**src/rtl/masked_descending_table_search_top_defines.svh**
```systemverilog
// Assertion macros for the masked descending table search.
// Expects clk and rst in the scope of each use.
`ifndef MASKED_DESCENDING_TABLE_SEARCH_TOP_DEFINES_SVH
`define MASKED_DESCENDING_TABLE_SEARCH_TOP_DEFINES_SVH

// same-cycle implication
`define MDTS_ASSERT_NOW(label, ante, cons, msg) \
  label: assert property (@(posedge clk) disable iff (rst) (ante) |-> (cons)) \
    else $error(msg);

// next-cycle implication
`define MDTS_ASSERT_NEXT(label, ante, cons, msg) \
  label: assert property (@(posedge clk) disable iff (rst) (ante) |=> (cons)) \
    else $error(msg);

`endif

```
**src/rtl/mdts_pkg.sv**
```systemverilog
// Shared constants, types and compare function for the table search.
// No dependencies.
package mdts_pkg;

  localparam int TABLE_DEPTH = 1024;
  localparam int ADDR_W      = $clog2(TABLE_DEPTH);
  localparam int LEN_W       = ADDR_W + 1;
  localparam int KEY_W       = 64;
  localparam int CFG_IDX_W   = 4;

  localparam logic [CFG_IDX_W-1:0] REG_COMPARE_MASK   = CFG_IDX_W'(0);
  localparam logic [CFG_IDX_W-1:0] REG_ENTRIES_IN_USE = CFG_IDX_W'(1);

  localparam logic REQ_WRITE = 1'b0;
  localparam logic REQ_QUERY = 1'b1;

  typedef struct packed {
    logic [KEY_W-1:0] mask;
    logic [LEN_W-1:0] len;
  } cfg_t;

  function automatic logic masked_gt(input logic [KEY_W-1:0] a,
                                     input logic [KEY_W-1:0] b,
                                     input logic [KEY_W-1:0] mask);
    return (a ^ mask) > (b ^ mask);
  endfunction

endpackage

```
**src/rtl/mdts_channels.sv**
```systemverilog
// Handshake channels of the table search: request, result, register write.
// Depends on mdts_pkg.
interface mdts_req_if;
  logic                       valid;
  logic                       ready;
  logic                       req_type;
  logic [mdts_pkg::ADDR_W-1:0] entry_position;
  logic [mdts_pkg::KEY_W-1:0]  key_value;

  modport source (output valid, req_type, entry_position, key_value, input ready);
  modport sink   (input valid, req_type, entry_position, key_value, output ready);
endinterface

interface mdts_res_if;
  logic                       valid;
  logic                       ready;
  logic                       key_found;
  logic [mdts_pkg::LEN_W-1:0] result_position;

  modport source (output valid, key_found, result_position, input ready);
  modport sink   (input valid, key_found, result_position, output ready);
endinterface


```
**src/rtl/mdts_search_fsm.sv**
```systemverilog
// Search sequencer: first-entry check, halving probes, final equality check,
// result register. Depends on mdts_pkg and mdts_channels.
module mdts_search_fsm (
  input  logic                        clk,
  input  logic                        rst,
  input  mdts_pkg::cfg_t              cfg_q,
  mdts_req_if.sink                    req,
  mdts_res_if.source                  res,
  input  logic [mdts_pkg::KEY_W-1:0]  rd_data,
  output logic                        rd_en,
  output logic [mdts_pkg::ADDR_W-1:0] rd_addr
);

  typedef enum logic [2:0] {ST_IDLE, ST_FIRST, ST_PROBE, ST_FINAL, ST_DONE} state_t;

  state_t                      state;
  logic [mdts_pkg::KEY_W-1:0]  key;
  logic [mdts_pkg::LEN_W-1:0]  n;
  logic [mdts_pkg::ADDR_W-1:0] i;
  logic                        found_r;
  logic [mdts_pkg::LEN_W-1:0]  where_r;
  logic                        res_valid;
  logic                        res_found;
  logic [mdts_pkg::LEN_W-1:0]  res_pos;

  logic                        query_acc;
  logic                        probe_gt;
  logic                        hit;
  logic [mdts_pkg::LEN_W-1:0]  half;
  logic [mdts_pkg::LEN_W-1:0]  n_next;
  logic [mdts_pkg::ADDR_W-1:0] i_next;
  logic [mdts_pkg::LEN_W-1:0]  half_next;
  logic [mdts_pkg::LEN_W-1:0]  first_half;

  assign req.ready           = (state == ST_IDLE);
  assign res.valid           = res_valid;
  assign res.key_found       = res_found;
  assign res.result_position = res_pos;

  assign query_acc = req.valid && req.ready && (req.req_type == mdts_pkg::REQ_QUERY);

  always_comb begin
    probe_gt   = mdts_pkg::masked_gt(key, rd_data, cfg_q.mask);
    hit        = (rd_data == key);
    half       = n >> 1;
    n_next     = probe_gt ? half : n - half;
    i_next     = probe_gt ? i : i + half[mdts_pkg::ADDR_W-1:0];
    half_next  = n_next >> 1;
    first_half = cfg_q.len >> 1;
    rd_en      = 1'b0;
    rd_addr    = '0;
    case (state)
      ST_IDLE: begin
        if (query_acc && cfg_q.len != '0) begin
          rd_en = 1'b1;
        end
      end
      ST_FIRST: begin
        if (!probe_gt && cfg_q.len > mdts_pkg::LEN_W'(1)) begin
          rd_en   = 1'b1;
          rd_addr = first_half[mdts_pkg::ADDR_W-1:0];
        end
      end
      ST_PROBE: begin
        rd_en = 1'b1;
        if (n_next > mdts_pkg::LEN_W'(1)) begin
          rd_addr = i_next + half_next[mdts_pkg::ADDR_W-1:0];
        end else begin
          rd_addr = i_next;
        end
      end
      default: ;
    endcase
  end

  always_ff @(posedge clk) begin
    if (rst) begin
      state     <= ST_IDLE;
      res_valid <= 1'b0;
    end else begin
      if (res_valid && res.ready && state != ST_DONE) begin
        res_valid <= 1'b0;
      end
      case (state)
        ST_IDLE: begin
          if (query_acc) begin
            key <= req.key_value;
            if (cfg_q.len == '0) begin
              found_r <= 1'b0;
              where_r <= '0;
              state   <= ST_DONE;
            end else begin
              state <= ST_FIRST;
            end
          end
        end
        ST_FIRST: begin
          if (probe_gt) begin
            found_r <= 1'b0;
            where_r <= '0;
            state   <= ST_DONE;
          end else if (cfg_q.len > mdts_pkg::LEN_W'(1)) begin
            n     <= cfg_q.len;
            i     <= '0;
            state <= ST_PROBE;
          end else begin
            found_r <= hit;
            where_r <= hit ? mdts_pkg::LEN_W'(0) : mdts_pkg::LEN_W'(1);
            state   <= ST_DONE;
          end
        end
        ST_PROBE: begin
          n <= n_next;
          i <= i_next;
          if (n_next <= mdts_pkg::LEN_W'(1)) begin
            state <= ST_FINAL;
          end
        end
        ST_FINAL: begin
          found_r <= hit;
          where_r <= hit ? {1'b0, i} : {1'b0, i} + mdts_pkg::LEN_W'(1);
          state   <= ST_DONE;
        end
        ST_DONE: begin
          if (!res_valid || res.ready) begin
            res_valid <= 1'b1;
            res_found <= found_r;
            res_pos   <= where_r;
            state     <= ST_IDLE;
          end
        end
        default: state <= ST_IDLE;
      endcase
    end
  end

endmodule

```
**src/flat_wrapper.sv**
```systemverilog
// flat-port wrapper written by rule: the top's interface ports become plain ports
module mdts_search_fsm_flat 
  (clk, rst, cfg_q, rd_data, rd_en, rd_addr, req_valid, req_req_type, req_entry_position, req_key_value, req_ready, res_valid, res_key_found, res_result_position, res_ready);
  mdts_req_if req_i ();
  mdts_res_if res_i ();
  input  logic clk;
  input  logic rst;
  input  mdts_pkg::cfg_t cfg_q;
  input  logic [mdts_pkg::KEY_W-1:0] rd_data;
  output logic rd_en;
  output logic [mdts_pkg::ADDR_W-1:0] rd_addr;
  input wire logic [$bits(req_i.valid)-1:0] req_valid;
  input wire logic [$bits(req_i.req_type)-1:0] req_req_type;
  input wire logic [$bits(req_i.entry_position)-1:0] req_entry_position;
  input wire logic [$bits(req_i.key_value)-1:0] req_key_value;
  output wire logic [$bits(req_i.ready)-1:0] req_ready;
  output wire logic [$bits(res_i.valid)-1:0] res_valid;
  output wire logic [$bits(res_i.key_found)-1:0] res_key_found;
  output wire logic [$bits(res_i.result_position)-1:0] res_result_position;
  input wire logic [$bits(res_i.ready)-1:0] res_ready;
  assign req_i.valid = req_valid;
  assign req_i.req_type = req_req_type;
  assign req_i.entry_position = req_entry_position;
  assign req_i.key_value = req_key_value;
  assign req_ready = req_i.ready;
  assign res_valid = res_i.valid;
  assign res_key_found = res_i.key_found;
  assign res_result_position = res_i.result_position;
  assign res_i.ready = res_ready;
  mdts_search_fsm u_core (.clk(clk), .rst(rst), .cfg_q(cfg_q), .req(req_i), .res(res_i), .rd_data(rd_data), .rd_en(rd_en), .rd_addr(rd_addr));
endmodule
```
**config.mk**
```make
export PLATFORM = sky130hd
export DESIGN_NAME = mdts_search_fsm_flat
export DESIGN_NICKNAME = d
export VERILOG_FILES = /design/src/rtl/masked_descending_table_search_top_defines.svh /design/src/rtl/mdts_pkg.sv /design/src/rtl/mdts_channels.sv /design/src/rtl/mdts_search_fsm.sv /design/src/flat_wrapper.sv
export SDC_FILE = /design/constraint.sdc
export NUM_CORES = 1
export LEC_CHECK = 0
export BUFFER_PORTS_ARGS = -buffer_cell sky130_fd_sc_hd__buf_2
export CORE_UTILIZATION = 45
export CTS_BUF_LIST = sky130_fd_sc_hd__clkbuf_8
export CTS_CLUSTER_SIZE = 14
export DETAILED_ROUTE_END_ITERATION = 8
export GPL_ROUTABILITY_DRIVEN = 0
export PLACE_DENSITY = 0.79
export SLEW_MARGIN = 20
export SYNTH_ARGS = -nofsm -noshare
export SYNTH_HDL_FRONTEND = slang
export SYNTH_SLANG_ARGS = --single-unit
```
**constraint.sdc**
```tcl
create_clock -name clk -period 7.7 [get_ports clk]
set_clock_uncertainty 0.05 [all_clocks]
set_input_delay 1.54 -clock clk [delete_from_list [all_inputs] [get_ports clk]]
set_output_delay 1.54 -clock clk [all_outputs]
set_load 0.005 [all_outputs]
```
==> flow_summary.json <==
{
  "status": "complete, no violations",
  "endpoint_kind": "output pin",
  "grt_pass1_wl_mm": 38.4,
  "die_h_um": 144,
  "start_util_pct": 46.2,
  "ant_nets": 0,
  "grt_overflow": 0,
  "syn_avg_cell_area_um2": 10.3,
  "clk_latency_ps": 460,
  "numCtsBuffers": 17,
  "comb_power_share_pct": 43.7,
  "dpl.cell_count": 1405,
  "p_leak_nw": 4.72,
  "critPathLaunchType": "primary input",
  "portBuffers": 232,
  "synth.distinct_cells": 64,
  "clk_pin_slew_ps": 80,
  "peakVddDrop_uv": 135,
  "cts-root-buf": "clkbuf_8",
  "die_area_mm2": 0.0208,
  "hold_buffers": 0,
  "layout_worst_path_cycle_share_pct": 98.1,
  "grt_pass1_vias": 7702,
  "maxCapViolCount": 0,
  "finalWirelength_mm": 25.8,
  "timing_worst_setup_path_type": "primary input to output pin",
  "p_sw_share_pct": 38.5,
  "synth_cells": 886,
  "syn2layout_area_growth_pct": 25.0,
  "clkSinkCount": 113,
  "syn_nets": 1198,
  "r2r_end": "u_core.state[0]",
  "yosysSeqAreaShare_pct": 36.9,
  "min_period_ps": 7560,
  "clock.fmax_mhz": 132,
  "worstPathRequired_ps": 6110,
  "worst_slew_pin_slew_ps": 1050,
  "grt_usage_pct": 24.9,
  "core_mm2": 0.0197,
  "via_count": 7757,
  "pre_cts_slack_ps": -102,
  "internal_power_w": 0.00148,
  "drcViolationCount": 0,
  "arrival_ps": 5970,
  "crit_path_start": "cfg_q[46]",
  "hold_class": "flip-flop to flip-flop",
  "endpoint": "rd_addr[9]",
  "async_reset_ff_share_pct": 0,
  "grt_max_degree": 65,
  "drtIter0Drc": 440,
  "ys_seq_elements": 113,
  "setup_viol": 0,
  "io_pins": 243,
  "r2r_slack_ps": 3340,
  "powerDensity_mw_per_mm2": 212,
  "hold_viol_final": 0,
  "worstPathMaxFanout": 4,
  "fin_util_pct": 57.8,
  "die_width_um": 144,
  "antenna_found_initial": 10,
  "wire_per_inst_um": 17.8,
  "synth.cell_area_mm2": 0.00908,
  "final_layout_size_suffix_gt1_share_pct": 29.5,
  "synth_flop_cell": "edfxtp_1",
  "slew_violations": 0,
  "clockPowerShare_pct": 23.2,
  "fin_cells": 1449,
  "rows": 51,
  "setup_slack_ps": 144,
  "maxSlewHeadroom_pct": 30.1,
  "clock_path_buffers": 2,
  "firstDrtPassIters": 5,
  "cts_tree": "done",
  "via_per_inst": 5.35,
  "r2r-start": "u_core.key[35]",
  "fin_nets": 1476,
  "switchingPower_w": 0.000926,
  "dp_hpwl_mm": 20.8,
  "htree_levels": 4,
  "seq_power_share_pct": 33.0,
  "r2r_cells": 17,
  "yosysWarnings": 0,
  "synth_edf_count": 109,
  "total_power_w": 0.00241
}
## flip-flops by register name (all words and copies together), names as in the netlist
name and count:
u_core.found_r 1, u_core.i 10, u_core.key 64, u_core.n 11, u_core.res.key_found 1, u_core.res.result_position 11, u_core.res.valid 1, u_core.state 3
u_core.where_r 11
## layer usage
layer	wire length, µm	global-route usage [%]
met1	10700	29.3
met2	12600	43.4
met3	1580	5.17
met5	31	0
met4	878	11.7
## worst max-delay path, stage by stage
cell,delay [ps]
buf_2,120
xor2_1,160
ha_1,320
nand4_1,230
nor4_2,390
nand3_1,230
a31oi_4,260
nor4_4,80
nor2_2,190
mux2_2,380
ha_2,210
maj3_1,350
a21oi_1,230
a221oi_1,80
o21ai_1,160
buf_4,150
a211oi_2,80
or2_2,310
a311oi_2,240
o211ai_1,110
buf_2,140
## cell type report
| class | count | area [µm²] |
|---|---|---|
| multi-input combinational | 724 | 5670 |
| timing repair buffer | 271 | 1460 |
| fill | 1735 | 8300 |
| sequential | 113 | 3350 |
| clock buffer | 17 | 234 |
| tap | 265 | 332 |
| antenna | 7 | 17.5 |
| clock inverter | 15 | 149 |
| inverter | 37 | 139 |
## per-stage QoR
step           hold WS, ps  TNS, ps  cell area [µm²]
6_report               374        0            11400
5_1_grt                387     -238            11400
4_1_cts                374        0            11200
3_5_place_dp           355     -102            10800
3_3_place_gp           355     -126            10800
2_1_floorplan          350        0             9080
## cell usage in the layout (no fill, tap or decap), drive strengths merged, types with 3 or more instances in the layout
cell type / netlist / routed
buf: 4 / 271
xnor2: 142 / 142
edfxtp: 109 / 109
ha: 92 / 92
nand2: 83 / 83
xor2: 76 / 76
a21oi: 53 / 53
inv: 37 / 44
nor2: 43 / 43
o21ai: 35 / 35
nand4: 34 / 34
clkbuf: 8 / 17
nor4: 16 / 16
nor3: 15 / 15
nand3: 13 / 13
mux2i: 13 / 13
or3: 10 / 10
a211oi: 9 / 9
a21o: 8 / 8
diode: 0 / 7
mux2: 7 / 7
and2: 7 / 7
o21bai: 5 / 5
o211ai: 5 / 5
clkinv: 0 / 5
a31oi: 5 / 5
nand2b: 4 / 4
a22o: 4 / 4
dfxtp: 4 / 4
a2111oi: 4 / 4
or2: 3 / 3
o21a: 3 / 3
a221oi: 3 / 3
nor3b: 3 / 3
## what timing repair did
| action | 4_1_cts | 5_1_grt |
|---|---|---|
| gates resized for setup | 6 | 20 |
| buffers inserted | 0 | 5 |
| setup endpoints to repair | 1 | 5 |
| pin swaps | 0 | 12 |
## synth_stat cells, types with 8 or more instances
cell / number / area share (%)
a21o_1: 8 / 0.66
a21oi_1: 52 / 2.9
clkbuf_1: 8 / 0.33
edfxtp_1: 109 / 36
ha_1: 92 / 13
inv_1: 37 / 1.5
mux2i_1: 13 / 1.4
nand2_1: 82 / 3.4
nand3_1: 13 / 0.72
nand4_1: 34 / 2.3
nor2_1: 42 / 1.7
nor3_1: 15 / 0.83
nor4_1: 14 / 0.96
o21ai_0: 34 / 1.9
or3_1: 10 / 0.69
xnor2_1: 142 / 14
xor2_1: 75 / 7.2
## cells by family after synthesis
kind of cell	share of synthesized area, %
simple gates	12.8
xor+xnor	21.1
compound gates	11.4
flops	36.9
fa+ha+maj	13.3
buf+inv	2.18
mux	2.30
## power by group through the flow
stage / Clock (W) / Sequential, W / Combinational, W
CTS: 0.000569 / 0.000794 / 0.00102
floorplan: 0 / 0.000793 / 0.000675
global route: 0.000598 / 0.000800 / 0.00117
detailed placement: 0 / 0.000808 / 0.00101
finish: 0.000560 / 0.000795 / 0.00105
global placement: 0 / 0.000804 / 0.000979
## worst min-delay path by stage
stage | start | endpoint | depth (start not counted)
detailed placement | u_core.where_r[4] | u_core.res.result_position[4] | 0
global route | u_core.where_r[7] | u_core.res.result_position[7] | 0
global placement | u_core.where_r[3] | u_core.res.result_position[3] | 0
CTS | u_core.where_r[7] | u_core.res.result_position[7] | 0
finish | u_core.where_r[4] | u_core.res.result_position[4] | 0
floorplan | u_core.found_r | u_core.res.key_found | 0
No activity file was read; power rests on OpenSTA's default activity.
