===== src/rtl/masked_descending_table_search_top_defines.svh =====
// Assertion macros for the masked descending table search.
// Expects clk and rst in the scope of each use.
`ifndef MASKED_DESCENDING_TABLE_SEARCH_TOP_DEFINES_SVH
`define MASKED_DESCENDING_TABLE_SEARCH_TOP_DEFINES_SVH

// same-cycle implication
`define MDTS_ASSERT_NOW(label, ante, cons, msg) \
  label: assert property (@(posedge clk) disable iff (rst) (ante) |-> (cons)) \
    else $error(msg);

// next-cycle implication
`define MDTS_ASSERT_NEXT(label, ante, cons, msg) \
  label: assert property (@(posedge clk) disable iff (rst) (ante) |=> (cons)) \
    else $error(msg);

`endif


===== src/rtl/mdts_pkg.sv =====
// Shared constants, types and compare function for the table search.
// No dependencies.
package mdts_pkg;

  localparam int TABLE_DEPTH = 1024;
  localparam int ADDR_W      = $clog2(TABLE_DEPTH);
  localparam int LEN_W       = ADDR_W + 1;
  localparam int KEY_W       = 64;
  localparam int CFG_IDX_W   = 4;

  localparam logic [CFG_IDX_W-1:0] REG_COMPARE_MASK   = CFG_IDX_W'(0);
  localparam logic [CFG_IDX_W-1:0] REG_ENTRIES_IN_USE = CFG_IDX_W'(1);

  localparam logic REQ_WRITE = 1'b0;
  localparam logic REQ_QUERY = 1'b1;

  typedef struct packed {
    logic [KEY_W-1:0] mask;
    logic [LEN_W-1:0] len;
  } cfg_t;

  function automatic logic masked_gt(input logic [KEY_W-1:0] a,
                                     input logic [KEY_W-1:0] b,
                                     input logic [KEY_W-1:0] mask);
    return (a ^ mask) > (b ^ mask);
  endfunction

endpackage


===== src/rtl/mdts_channels.sv =====


interface mdts_cfg_if;
  logic                           valid;
  logic                           ready;
  logic [mdts_pkg::CFG_IDX_W-1:0] index;
  logic [mdts_pkg::KEY_W-1:0]     data;

  modport source (output valid, index, data, input ready);
  modport sink   (input valid, index, data, output ready);
endinterface


===== src/rtl/mdts_cfg_regs.sv =====
// Register file: compare mask and entry count (count clamped to table depth).
// Depends on mdts_pkg and mdts_channels.
module mdts_cfg_regs (
  input  logic             clk,
  input  logic             rst,
  mdts_cfg_if.sink         cfg,
  output mdts_pkg::cfg_t   cfg_q
);

  logic [mdts_pkg::LEN_W-1:0] len_wr;

  assign cfg.ready = 1'b1;

  always_comb begin
    len_wr = cfg.data[mdts_pkg::LEN_W-1:0];
    if (len_wr > mdts_pkg::LEN_W'(mdts_pkg::TABLE_DEPTH)) begin
      len_wr = mdts_pkg::LEN_W'(mdts_pkg::TABLE_DEPTH);
    end
  end

  always_ff @(posedge clk) begin
    if (rst) begin
      cfg_q <= '0;
    end else if (cfg.valid && cfg.ready) begin
      case (cfg.index)
        mdts_pkg::REG_COMPARE_MASK:   cfg_q.mask <= cfg.data;
        mdts_pkg::REG_ENTRIES_IN_USE: cfg_q.len  <= len_wr;
        default: ;
      endcase
    end
  end

endmodule


===== src/flat_wrapper.sv =====
// flat-port wrapper written by rule: the top's interface ports become plain ports
module mdts_cfg_regs_flat 
  (clk, rst, cfg_q, cfg_valid, cfg_index, cfg_data, cfg_ready);
  mdts_cfg_if cfg_i ();
  input  logic clk;
  input  logic rst;
  output mdts_pkg::cfg_t cfg_q;
  input wire logic [$bits(cfg_i.valid)-1:0] cfg_valid;
  input wire logic [$bits(cfg_i.index)-1:0] cfg_index;
  input wire logic [$bits(cfg_i.data)-1:0] cfg_data;
  output wire logic [$bits(cfg_i.ready)-1:0] cfg_ready;
  assign cfg_i.valid = cfg_valid;
  assign cfg_i.index = cfg_index;
  assign cfg_i.data = cfg_data;
  assign cfg_ready = cfg_i.ready;
  mdts_cfg_regs u_core (.clk(clk), .rst(rst), .cfg(cfg_i), .cfg_q(cfg_q));
endmodule

===== config.mk =====
export PLATFORM = sky130hd
export DESIGN_NAME = mdts_cfg_regs_flat
export DESIGN_NICKNAME = d
export VERILOG_FILES = /design/src/rtl/masked_descending_table_search_top_defines.svh /design/src/rtl/mdts_pkg.sv /design/src/rtl/mdts_channels.sv /design/src/rtl/mdts_cfg_regs.sv /design/src/flat_wrapper.sv
export SDC_FILE = /design/constraint.sdc
export NUM_CORES = 1
export LEC_CHECK = 0
export ABC_AREA = 1
export ABC_CLOCK_PERIOD_IN_PS = 2350
export BUFFER_PORTS_ARGS = -buffer_cell sky130_fd_sc_hd__buf_4
export CAP_MARGIN = 20
export CORE_MARGIN = 5
export CORE_UTILIZATION = 48
export CTS_CLUSTER_DIAMETER = 30
export DETAILED_ROUTE_END_ITERATION = 10
export HOLD_SLACK_MARGIN = 0.12
export PLACE_DENSITY = 0.84
export SYNTH_ARGS = -nofsm -noshare
export SYNTH_HDL_FRONTEND = slang
export SYNTH_SLANG_ARGS = --single-unit

===== constraint.sdc =====
create_clock -name clk -period 2.35 [get_ports clk]
set_input_delay 0.235 -clock clk [delete_from_list [all_inputs] [get_ports clk]]
set_output_delay 0.235 -clock clk [all_outputs]
set_load 0.02 [all_outputs]

==> qor.csv, run 1 <==
stage,metric,value,unit
clocking,setup bufs post-CTS,0,
sta,setup violators final,0,
worst_setup_path,Setup Crit Path Kind,in -> reg,
placement,port buffer count,145,
sta,Post-Route Setup TNS,0,ns
global_route,antenna violations before repair,0,
clocking,H-tree depth,3,
layout,largest registers,u_core.cfg_q x75,
drt,post-route ant nets,0,
clocking,CTS tree,built,
worst_setup_path,slowest cell on the critical path,clkinv_1,
drt,final wirelength,7330,um
power_and_ir_drop,worst vdd ir,0.000445,V
worst_setup_path,Critical Path Fanout Max,44,
logic_synthesis,top post-synthesis cells by area,"dfxtp_1, a21oi_1, inv_1",
sta,period utilisation layout,0.786,
layout,most frequent cells in the layout,"buf_4, dfxtp_1, a21oi_1, inv_1, o21ai_0",
worst_setup_path,CP bufs+invs,4,
clocking,latest clock arrival within the worst-skew pair,0.33,ns
worst_hold_path,Hold Path Class,in -> reg,
logic_synthesis,synthesized area,2810,um^2
global_route,total gr overflow,0,
run_status,status,"finished, final reports clean",
logic_synthesis,Mean Syn Cell Area,8.25,um^2
clocking,Longest Clk Path Bufs,2,
layout,max reg flops,75,
layout,Antenna Cells,0,
placement,Detailed Place HPWL,5530,um
power_and_ir_drop,PD cells,631,nW/um^2
worst_setup_path,"reg-to-reg slack, setup",1.68,ns
drt,Vias,2654,
logic_synthesis,cell count after synthesis,340,
global_route,largest net degree at the start of global routing,66,
floorplanning,Std-Cell Rows,27,
clocking,CTS resizes,0,
run,number of max-cap violations,0,
layout,share of cells above drive strength 1,0.350,
worst_setup_path,Crit path max-delay family,buffers and inverters,
floorplanning,DIE WIDTH,86.5,um
logic_synthesis,"flops & latches, synth",75,
worst_setup_path,startpoint types,input port,
layout,# fillers,463,
floorplanning,Die ar.,7480,um^2
logic_synthesis,distinct cell type count after synthesis,20,
layout,nets@finish,549,
drt,drt first-iter violations,99,
floorplanning,die height,86.5,um
global_route,Tot GR Track Use,0.195,
drt,1st-pass router iterations,4,
drt,vias per inst,4.78,
worst_setup_path,Worst path max stage delay,0.56,ns
sta,RSZ-0062 raised after global routing,no,
logic_synthesis,share of the synthesized area in the top cell type,0.535,
floorplanning,starting density of the core,0.500,
floorplanning,Core Area,5610,um^2
floorplanning,top-level port count,147,
drt,DRC,0,
worst_setup_path,WP data required,2.56,ns
global_route,number of global-route vias before repair,2546,
layout,"most common cell after layout, fill and taps aside",buf_4,
layout,Area Overhead vs Synth,45.0,%
clocking,clock buffer count from CTS,9,
worst_setup_path,CP Data Arrival Time,2.06,ns
logic_synthesis,post-synth top area cell,dfxtp_1,
sta,Max Slew Vio Count,0,
clocking,clock transition at the registers of the reported paths,0.08,ns
logic_synthesis,"Seq/Total Area, Yosys",0.535,
sta,Final Skew,0,ns
logic_synthesis,syn nets,411,
layout,Largest Register,u_core.cfg_q,
sta,Hold Slack,0.167,ns
power_and_ir_drop,Lkg Pwr,1.78,nW
logic_synthesis,YS warnings,0,
sta,"Hold Violations, Final",0,
clocking,clock sink total,75,
sta,Max Freq,0.542,GHz
clocking,Root Buffer,clkbuf_8,
global_route,first-pass GRT wire length,11500,um
drt,drt wl/cell,13.2,um
worst_setup_path,CP cell instances,dlygate4sd3_1 -> buf_4 -> clkinv_1 -> buf_12 -> o21ai_0 -> a21oi_1,
placement,gp weighted congestion,0.796,
sta,post-route minimum period,1.85,ns
sta,Least-Margin Pin Slew,0.717,ns
sta,slew margin rel.,0.519,
worst_setup_path,Critical Path End Type,flop,
## cell families (layout without fill, tap and decap cells)
kind of cell	Yosys count	count (layout)	synth area share
AOI/OAI and AO/OA	149	149	0.269
buffers and inverters	91	234	0.158
DFF	75	75	0.535
and+or+nand+nor	24	24	0.0366
other	1	1	0.00134
## area by class of cell
cell class                      count  area (um^2)  area share
Sequential cell                    75         1500       0.369
Clock buffer                       10          138      0.0338
Multi-Input combinational cell    174          868       0.213
Inverter                           68          255      0.0627
Clock inverter                      6         63.8      0.0157
Tap cell                           72         90.1      0.0221
Timing Repair Buffer              150         1150       0.283
## worst paths after layout
check        cells after the start                       endpoint                     startpoint
min                              3  u_core.cfg_q[73]$_SDFFE_PP0P_                   cfg_data[62]
max reg2reg                      2   u_core.cfg_q[3]$_SDFFE_PP0P_   u_core.cfg_q[3]$_SDFFE_PP0P_
max                              6  u_core.cfg_q[19]$_SDFFE_PP0P_                            rst
min reg2reg                      2  u_core.cfg_q[24]$_SDFFE_PP0P_  u_core.cfg_q[24]$_SDFFE_PP0P_
## stage by stage
step                      instance area (um^2)  power (mW)  utilization  setup WS, ns  instances
after floorplan                           2810        1.46            -          1.35        340
after global placement                    3860        1.61        0.688         0.755        538
after detailed placement                  3860        1.62        0.688         0.736        538
after CTS                                 4070        2.59        0.726         0.536        555
after global routing                      4070        2.69        0.726         0.329        555
final                                     4070        2.57        0.726         0.504        555
## metal layers
| layer | GRT usage | part of all wire | vias to the layer above |
|---|---|---|---|
| met5 | 0 | 0 | - |
| met4 | 0.0779 | 0.019 | 0 |
| li1 | - | - | 1373 |
| met2 | 0.321 | 0.47 | 121 |
| met3 | 0.0741 | 0.11 | 12 |
| met1 | 0.227 | 0.40 | 1148 |
## timing repair
item                                    CTS  global route
endpoints found under the setup margin    0             0
hold buffers                              1             0
endpoints found under the hold margin     1             0
## worst register-to-register path, cell delays in order, from the launching register on
cell     delay [ns]
dfxtp_1        0.32
o21ai_0        0.18
a21oi_1        0.06
## power by group
part | switching (mW) | total [mW] | internal [mW]
logic | 0.135 | 0.279 | 0.143
clock network | 0.458 | 0.977 | 0.519
registers | 0.0147 | 1.31 | 1.30
total | 0.608 | 2.57 | 1.96
## synth_stat cells
library cell and count:
conb_1 1, o21ai_0 40, clkinv_1 1, nand2_1 12, buf_2 1, buf_6 12, clkbuf_1 7, dfxtp_1 75
o21bai_2 1, nor2_2 1, a21oi_1 74, buf_4 3, o21ai_1 33, inv_1 66, o21a_1 1, nor2_1 8
nand4_1 1, nand3_1 1, nand3_2 1, inv_2 1
Note: power is estimated with default switching activity, not from simulation.
==> run 2: changes to the inputs <==
--- a/config.mk
+++ b/config.mk
@@ -6,15 +6,15 @@
 export NUM_CORES = 1
 export LEC_CHECK = 0
 export ABC_AREA = 1
-export ABC_CLOCK_PERIOD_IN_PS = 2350
+export ABC_CLOCK_PERIOD_IN_PS = 1500
 export BUFFER_PORTS_ARGS = -buffer_cell sky130_fd_sc_hd__buf_4
 export CAP_MARGIN = 20
 export CORE_MARGIN = 5
-export CORE_UTILIZATION = 48
+export CORE_UTILIZATION = 40
 export CTS_CLUSTER_DIAMETER = 30
 export DETAILED_ROUTE_END_ITERATION = 10
 export HOLD_SLACK_MARGIN = 0.12
-export PLACE_DENSITY = 0.84
+export PLACE_DENSITY = 0.75
 export SYNTH_ARGS = -nofsm -noshare
 export SYNTH_HDL_FRONTEND = slang
 export SYNTH_SLANG_ARGS = --single-unit
==> constraint.sdc (replaced) <==
create_clock -name clk -period 1.5 [get_ports clk]
set_input_delay 0.15 -clock clk [delete_from_list [all_inputs] [get_ports clk]]
set_output_delay 0.15 -clock clk [all_outputs]
set_load 0.02 [all_outputs]
==> run 2 against run 1 <==
Sequential share of layout area fell by 5.0 points. First-iteration DRC count fell by 7.1%. Critical path depth stayed put. Largest power group unchanged. Highest routed layer unchanged.
==> qor.csv, run 2 (synthesis gave the netlist of run 1 again) <==
stage,metric,value,unit,change
clocking,Longest Clk Path Bufs,2,,unchanged
global_route,number of global-route vias before repair,2855,,was 2546
power_and_ir_drop,PD cells,905,nW/um^2,was 631 nW/um^2
power_and_ir_drop,Pwr Total,4.27,mW,was 2.57 mW
layout,final instance area,4710,um^2,was 4070 um^2
placement,pre-CTS setup slack,0.262,ns,was 0.736 ns
placement,gp weighted congestion,0.790,,was 0.796
placement,DP Area,3880,um^2,was 3860 um^2
global_route,largest net degree at the start of global routing,99,,was 66
floorplanning,DIE WIDTH,93.8,um,was 86.5 um
drt,1st-pass router iterations,4,,unchanged
worst_setup_path,RR Endpoint,u_core.cfg_q[8]$_SDFFE_PP0P_,,was u_core.cfg_q[3]$_SDFFE_PP0P_
worst_setup_path,"reg-to-reg slack, setup",0.31,ns,was 1.68 ns
sta,Max Slew Vio Count,0,,unchanged
sta,Hold Slack,0.133,ns,was 0.167 ns
clocking,CTS tree,built,,unchanged
layout,"Core Util, Final",0.694,,was 0.726
sta,"Hold Violations, Final",0,,unchanged
layout,# fillers,507,,was 463
worst_setup_path,Critical Path Fanout Max,3,,was 44
clocking,Root Buffer,clkbuf_8,,unchanged
layout,Largest Register,u_core.cfg_q,,unchanged
worst_setup_path,Worst Reg-to-Reg Cells,3,,was 2
layout,"most common cell after layout, fill and taps aside",buf_4,,unchanged
clocking,clock sink total,75,,unchanged
drt,drt first-iter violations,92,,was 99
layout,largest registers,u_core.cfg_q x75,,unchanged
global_route,total gr overflow,0,,unchanged
clocking,clock transition at the registers of the reported paths,0.08,ns,about the same
power_and_ir_drop,Lkg Pwr,2.04,nW,was 1.78 nW
clocking,clock buffer count from CTS,9,,unchanged
clocking,latest clock arrival within the worst-skew pair,0.33,ns,about the same
worst_hold_path,hold path cells,3,,unchanged
layout,"non-filler cells, final",638,,was 555
layout,share of cells above drive strength 1,0.306,,was 0.350
clocking,H-tree depth,3,,unchanged
worst_setup_path,CP cell instances,dlygate4sd3_1 -> buf_4 -> nor2_2 -> nand2_1 -> a21oi_1 -> dlygate4sd3_1,,was dlygate4sd3_1 -> buf_4 -> clkinv_1 -> buf_12 -> o21ai_0 -> a21oi_1
worst_setup_path,slowest cell on the critical path,dlygate4sd3_1,,was clkinv_1
worst_setup_path,CP Data Arrival Time,1.73,ns,was 2.06 ns
run_status,status,"finished, final reports clean",,unchanged
power_and_ir_drop,worst vdd ir,0.000614,V,was 0.000445 V
sta,Final Skew,0,ns,unchanged
layout,most frequent cells in the layout,"buf_4, dfxtp_1, a21oi_1, inv_1, dlygate4sd3_1",,"was buf_4, dfxtp_1, a21oi_1, inv_1, o21ai_0"
worst_setup_path,Reg2Reg Launch Point,u_core.cfg_q[8]$_SDFFE_PP0P_,,was u_core.cfg_q[3]$_SDFFE_PP0P_
sta,Max Freq,0.688,GHz,
floorplanning,Std-Cell Rows,30,,was 27
floorplanning,Die ar.,8790,um^2,was 7480 um^2
floorplanning,Core Area,6790,um^2,was 5610 um^2
worst_hold_path,Hold Path Class,in -> reg,,unchanged
worst_hold_path,Hold Path End,u_core.cfg_q[52]$_SDFFE_PP0P_,,was u_core.cfg_q[73]$_SDFFE_PP0P_
placement,Detailed Place HPWL,5190,um,was 5530 um
sta,period utilisation layout,0.970,,
layout,Antenna Cells,0,,unchanged
sta,Post-Route Setup TNS,0,ns,unchanged
layout,nets@finish,609,,was 549
worst_hold_path,Hold Startpoint,cfg_data[41],,was cfg_data[62]
floorplanning,top-level port count,147,,unchanged
layout,max reg flops,75,,unchanged
global_route,antenna violations before repair,0,,unchanged
drt,Vias,2899,,was 2654
floorplanning,die height,93.8,um,was 86.5 um
sta,Setup WS post-layout,0.0457,ns,was 0.504 ns
worst_setup_path,Setup Crit Path Kind,in -> reg,,unchanged
global_route,Tot GR Track Use,0.187,,was 0.195
clocking,setup bufs post-CTS,0,,unchanged
layout,Area Overhead vs Synth,67.9,%,was 45.0%
drt,final wirelength,8370,um,was 7330 um
sta,post-route minimum period,1.45,ns,
sta,setup violators final,0,,unchanged
worst_setup_path,Critical Path End Type,flop,,unchanged
layout,Reg area,1500,um^2,unchanged
drt,DRC,0,,unchanged
layout,area of the multi-input gates,871,um^2,was 868 um^2
global_route,first-pass GRT wire length,13100,um,was 11500 um
worst_setup_path,Worst path max stage delay,0.56,ns,about the same
sta,RSZ-0062 raised after global routing,no,,unchanged
drt,drt wl/cell,13.1,um,was 13.2 um
worst_setup_path,startpoint types,input port,,unchanged
drt,post-route ant nets,0,,unchanged
worst_setup_path,Worst path most repeated cell,dlygate4sd3_1,,
placement,placed insts,561,,was 538
placement,port buffer count,145,,unchanged
drt,vias per inst,4.54,,was 4.78
run,number of max-cap violations,0,,unchanged
worst_setup_path,WP data required,1.78,ns,was 2.56 ns
floorplanning,starting density of the core,0.413,,was 0.500
## run 2: worst max path at each step
| stage | startpoint | slack (ns) | cells past startpoint | end |
|---|---|---|---|---|
| 2_1_floorplan | cfg_index[1] | 0.58 | 6 | u_core.cfg_q[44]$_SDFFE_PP0P_ |
| 3_3_place_gp | cfg_index[1] | 0.34 | 6 | u_core.cfg_q[38]$_SDFFE_PP0P_ |
| 3_5_place_dp | cfg_index[1] | 0.26 | 6 | u_core.cfg_q[34]$_SDFFE_PP0P_ |
| 4_1_cts | cfg_data[10] | 0.11 | 6 | u_core.cfg_q[8]$_SDFFE_PP0P_ |
| 5_1_grt | cfg_data[10] | 0.01 | 6 | u_core.cfg_q[8]$_SDFFE_PP0P_ |
| 6_report | cfg_data[10] | 0.05 | 6 | u_core.cfg_q[8]$_SDFFE_PP0P_ |
## run 2: critical path: cells and delay by family
family / cells / cell delay [ns]
AOI/OAI and AO/OA: 1 / 0.13
and+or+nand+nor: 2 / 0.20
buffers and inverters: 3 / 1.25
## run 2: cell type report
class,instances,share of cell area
Timing Repair Buffer,210,0.373
Sequential cell,75,0.319
Multi-Input combinational cell,174,0.185
Inverter,68,0.0542
Clock buffer,11,0.0279
Tap cell,96,0.0255
Clock inverter,4,0.0162
## run 2: per-layer routing
metal  wire length (um)  global-route usage
met1               3250               0.208
met2               4150               0.326
met3                768              0.0593
met4                199              0.0794
met5                  0                   0
## run 2: power by group
group	total (mW)	internal, mW	switching (mW)
clock network	1.64	0.933	0.707
logic	0.569	0.326	0.244
registers	2.06	2.03	0.0236
total	4.27	3.29	0.974
## run 2: repair_timing
item                                    in CTS  in global routing
endpoints found under the hold margin       71                  0
hold buffers                                62                  0
endpoints found under the setup margin       0                  1
gates resized for setup                      0                  1
==> run 3: changes to the inputs <==
--- a/config.mk
+++ b/config.mk
@@ -15,6 +15,7 @@
 export DETAILED_ROUTE_END_ITERATION = 10
 export HOLD_SLACK_MARGIN = 0.12
 export PLACE_DENSITY = 0.75
+export SETUP_SLACK_MARGIN = 0.2
 export SYNTH_ARGS = -nofsm -noshare
 export SYNTH_HDL_FRONTEND = slang
 export SYNTH_SLANG_ARGS = --single-unit
==> run 3 against run 2 <==
Routed wire length down 0.73%. Sequential share of layout area about the same. Global-route usage down 0.29 points. Critical endpoint unchanged. Largest cell class unchanged.
==> qor.csv, run 3 (synthesis gave the netlist of run 1 again) <==
stage,metric,value,unit,change
sta,post-route minimum period,1.23,ns,was 1.45 ns
clocking,clock transition at the registers of the reported paths,0.07,ns,was 0.08 ns
global_route,met1 GRT Util,0.208,,unchanged
global_route,number of global-route vias before repair,2823,,was 2855
worst_setup_path,Worst Setup SP,cfg_index[3],,was cfg_data[10]
clocking,Post-CTS Hold Buffers,62,,unchanged
worst_setup_path,Critical Path Fanout Max,3,,unchanged
floorplanning,Die ar.,8790,um^2,unchanged
global_route,met3 Use GR,0.0593,,unchanged
worst_hold_path,Hold Startpoint,cfg_data[43],,was cfg_data[41]
placement,port buffer count,145,,unchanged
floorplanning,starting density of the core,0.413,,unchanged
worst_setup_path,CP Data Arrival Time,1.51,ns,was 1.73 ns
floorplanning,Std-Cell Rows,30,,unchanged
global_route,first-pass GRT wire length,12900,um,was 13100 um
clocking,CTS tree,built,,unchanged
clocking,setup bufs post-CTS,0,,unchanged
drt,post-route ant nets,0,,unchanged
drt,drt wl/cell,13.0,um,was 13.1 um
worst_setup_path,Setup Crit Path Kind,in -> reg,,unchanged
sta,Final Skew,0,ns,unchanged
worst_setup_path,Crit path max-delay family,buffers and inverters,,unchanged
layout,# fillers,503,,was 507
layout,Largest Register,u_core.cfg_q,,unchanged
layout,max reg flops,75,,unchanged
power_and_ir_drop,PD cells,905,nW/um^2,about the same
global_route,GRT busiest layer,met2,,unchanged
global_route,Tot GR Track Use,0.184,,was 0.187
floorplanning,top-level port count,147,,unchanged
worst_setup_path,startpoint types,input port,,unchanged
drt,Vias,2894,,was 2899
worst_setup_path,slowest cell on the critical path,dlygate4sd3_1,,unchanged
drt,final wirelength,8310,um,was 8370 um
global_route,met2 usage,0.317,,was 0.326
clocking,clock buffer count from CTS,9,,unchanged
worst_setup_path,Critical Path End Type,flop,,unchanged
sta,Max Slew Vio Count,0,,unchanged
layout,area of the multi-input gates,868,um^2,was 871 um^2
worst_setup_path,WP data required,1.78,ns,about the same
layout,"most common cell after layout, fill and taps aside",buf_4,,unchanged
sta,Max Freq,0.813,GHz,was 0.688 GHz
clocking,latest clock arrival within the worst-skew pair,0.33,ns,about the same
global_route,largest net degree at the start of global routing,99,,unchanged
floorplanning,Core Area,6790,um^2,unchanged
drt,1st-pass router iterations,4,,unchanged
layout,nets@finish,609,,unchanged
run_status,status,"finished, final reports clean",,unchanged
layout,share of cells above drive strength 1,0.304,,was 0.306
floorplanning,die height,93.8,um,unchanged
worst_setup_path,CP bufs+invs,2,,was 3
drt,DRC,0,,unchanged
global_route,total gr overflow,0,,unchanged
worst_setup_path,CP cell instances,buf_4 -> nor2_2 -> nand4_1 -> nor2_1 -> nand2_1 -> a21oi_1 -> dlygate4sd3_1,,was dlygate4sd3_1 -> buf_4 -> nor2_2 -> nand2_1 -> a21oi_1 -> dlygate4sd3_1
global_route,antenna violations before repair,0,,unchanged
sta,period utilisation layout,0.820,,was 0.970
sta,RSZ-0062 raised after global routing,no,,unchanged
sta,setup violators final,0,,unchanged
drt,drt first-iter violations,84,,was 92
sta,Hold Slack,0.133,ns,about the same
placement,gp weighted congestion,0.790,,unchanged
layout,largest registers,u_core.cfg_q x75,,unchanged
floorplanning,DIE WIDTH,93.8,um,unchanged
drt,vias per inst,4.54,,about the same
layout,Reg area,1500,um^2,unchanged
worst_setup_path,Worst path max stage delay,0.56,ns,about the same
layout,Antenna Cells,0,,unchanged
layout,most frequent cells in the layout,"buf_4, dfxtp_1, a21oi_1, inv_1, dlygate4sd3_1",,unchanged
sta,"Hold Violations, Final",0,,unchanged
worst_hold_path,Hold Path Class,in -> reg,,unchanged
run,number of max-cap violations,0,,unchanged
clocking,Root Buffer,clkbuf_8,,unchanged
placement,Detailed Place HPWL,5190,um,unchanged
power_and_ir_drop,Lkg Pwr,2.04,nW,about the same
clocking,clock sink total,75,,unchanged
worst_setup_path,Reg2Reg Launch Point,u_core.cfg_q[8]$_SDFFE_PP0P_,,unchanged
clocking,Longest Clk Path Bufs,2,,unchanged
layout,Area Overhead vs Synth,67.8,%,was 67.9%
clocking,H-tree depth,3,,unchanged
power_and_ir_drop,worst vdd ir,0.000606,V,was 0.000614 V
sta,Post-Route Setup TNS,0,ns,unchanged
clocking,CTS resizes,0,,unchanged
## run 3: worst reg2reg max path, cell delays in order, from the launching register on
cell           delay, ns
dfxtp_1             0.34
nand2_1             0.06
a21oi_1             0.15
dlygate4sd3_1       0.56
## run 3: power by group
| group | switching (mW) | internal, mW | total (mW) |
|---|---|---|---|
| combinational | 0.242 | 0.326 | 0.568 |
| clock | 0.704 | 0.933 | 1.64 |
| sequential | 0.0234 | 2.03 | 2.06 |
| total | 0.970 | 3.29 | 4.26 |
## run 3: area by class of cell
type / count / share of cell area
Clock inverter: 4 / 0.0162
Timing Repair Buffer: 210 / 0.373
Sequential cell: 75 / 0.319
Clock buffer: 11 / 0.0279
Inverter: 68 / 0.0542
Tap cell: 96 / 0.0255
Multi-Input combinational cell: 174 / 0.184
## run 3: per-stage QoR
| stage | instance area, um^2 | setup slack, ns | util | total power [mW] | std cells |
|---|---|---|---|---|---|
| after floorplan | 2810 | 0.583 | - | 2.29 | 340 |
| after global placement | 3880 | 0.342 | 0.571 | 2.53 | 561 |
| after detailed placement | 3880 | 0.262 | 0.571 | 2.53 | 561 |
| after CTS | 4710 | 0.299 | 0.693 | 4.31 | 638 |
| after global routing | 4710 | 0.230 | 0.693 | 4.45 | 638 |
| final | 4710 | 0.270 | 0.693 | 4.26 | 638 |
## run 3: path summary, 6_finish.rpt
check             slack, ns                       endpoint  cells after the start
setup / recovery       0.27   u_core.cfg_q[8]$_SDFFE_PP0P_                      7
hold reg to reg        0.44  u_core.cfg_q[21]$_SDFFE_PP0P_                      2
hold / removal         0.13  u_core.cfg_q[54]$_SDFFE_PP0P_                      3
setup reg to reg       0.34   u_core.cfg_q[8]$_SDFFE_PP0P_                      3
## run 3: routing by layer
metal	wire length (um)	share of wire
met1	3250	0.39
met2	4110	0.49
met3	772	0.093
met4	176	0.021
met5	0	0
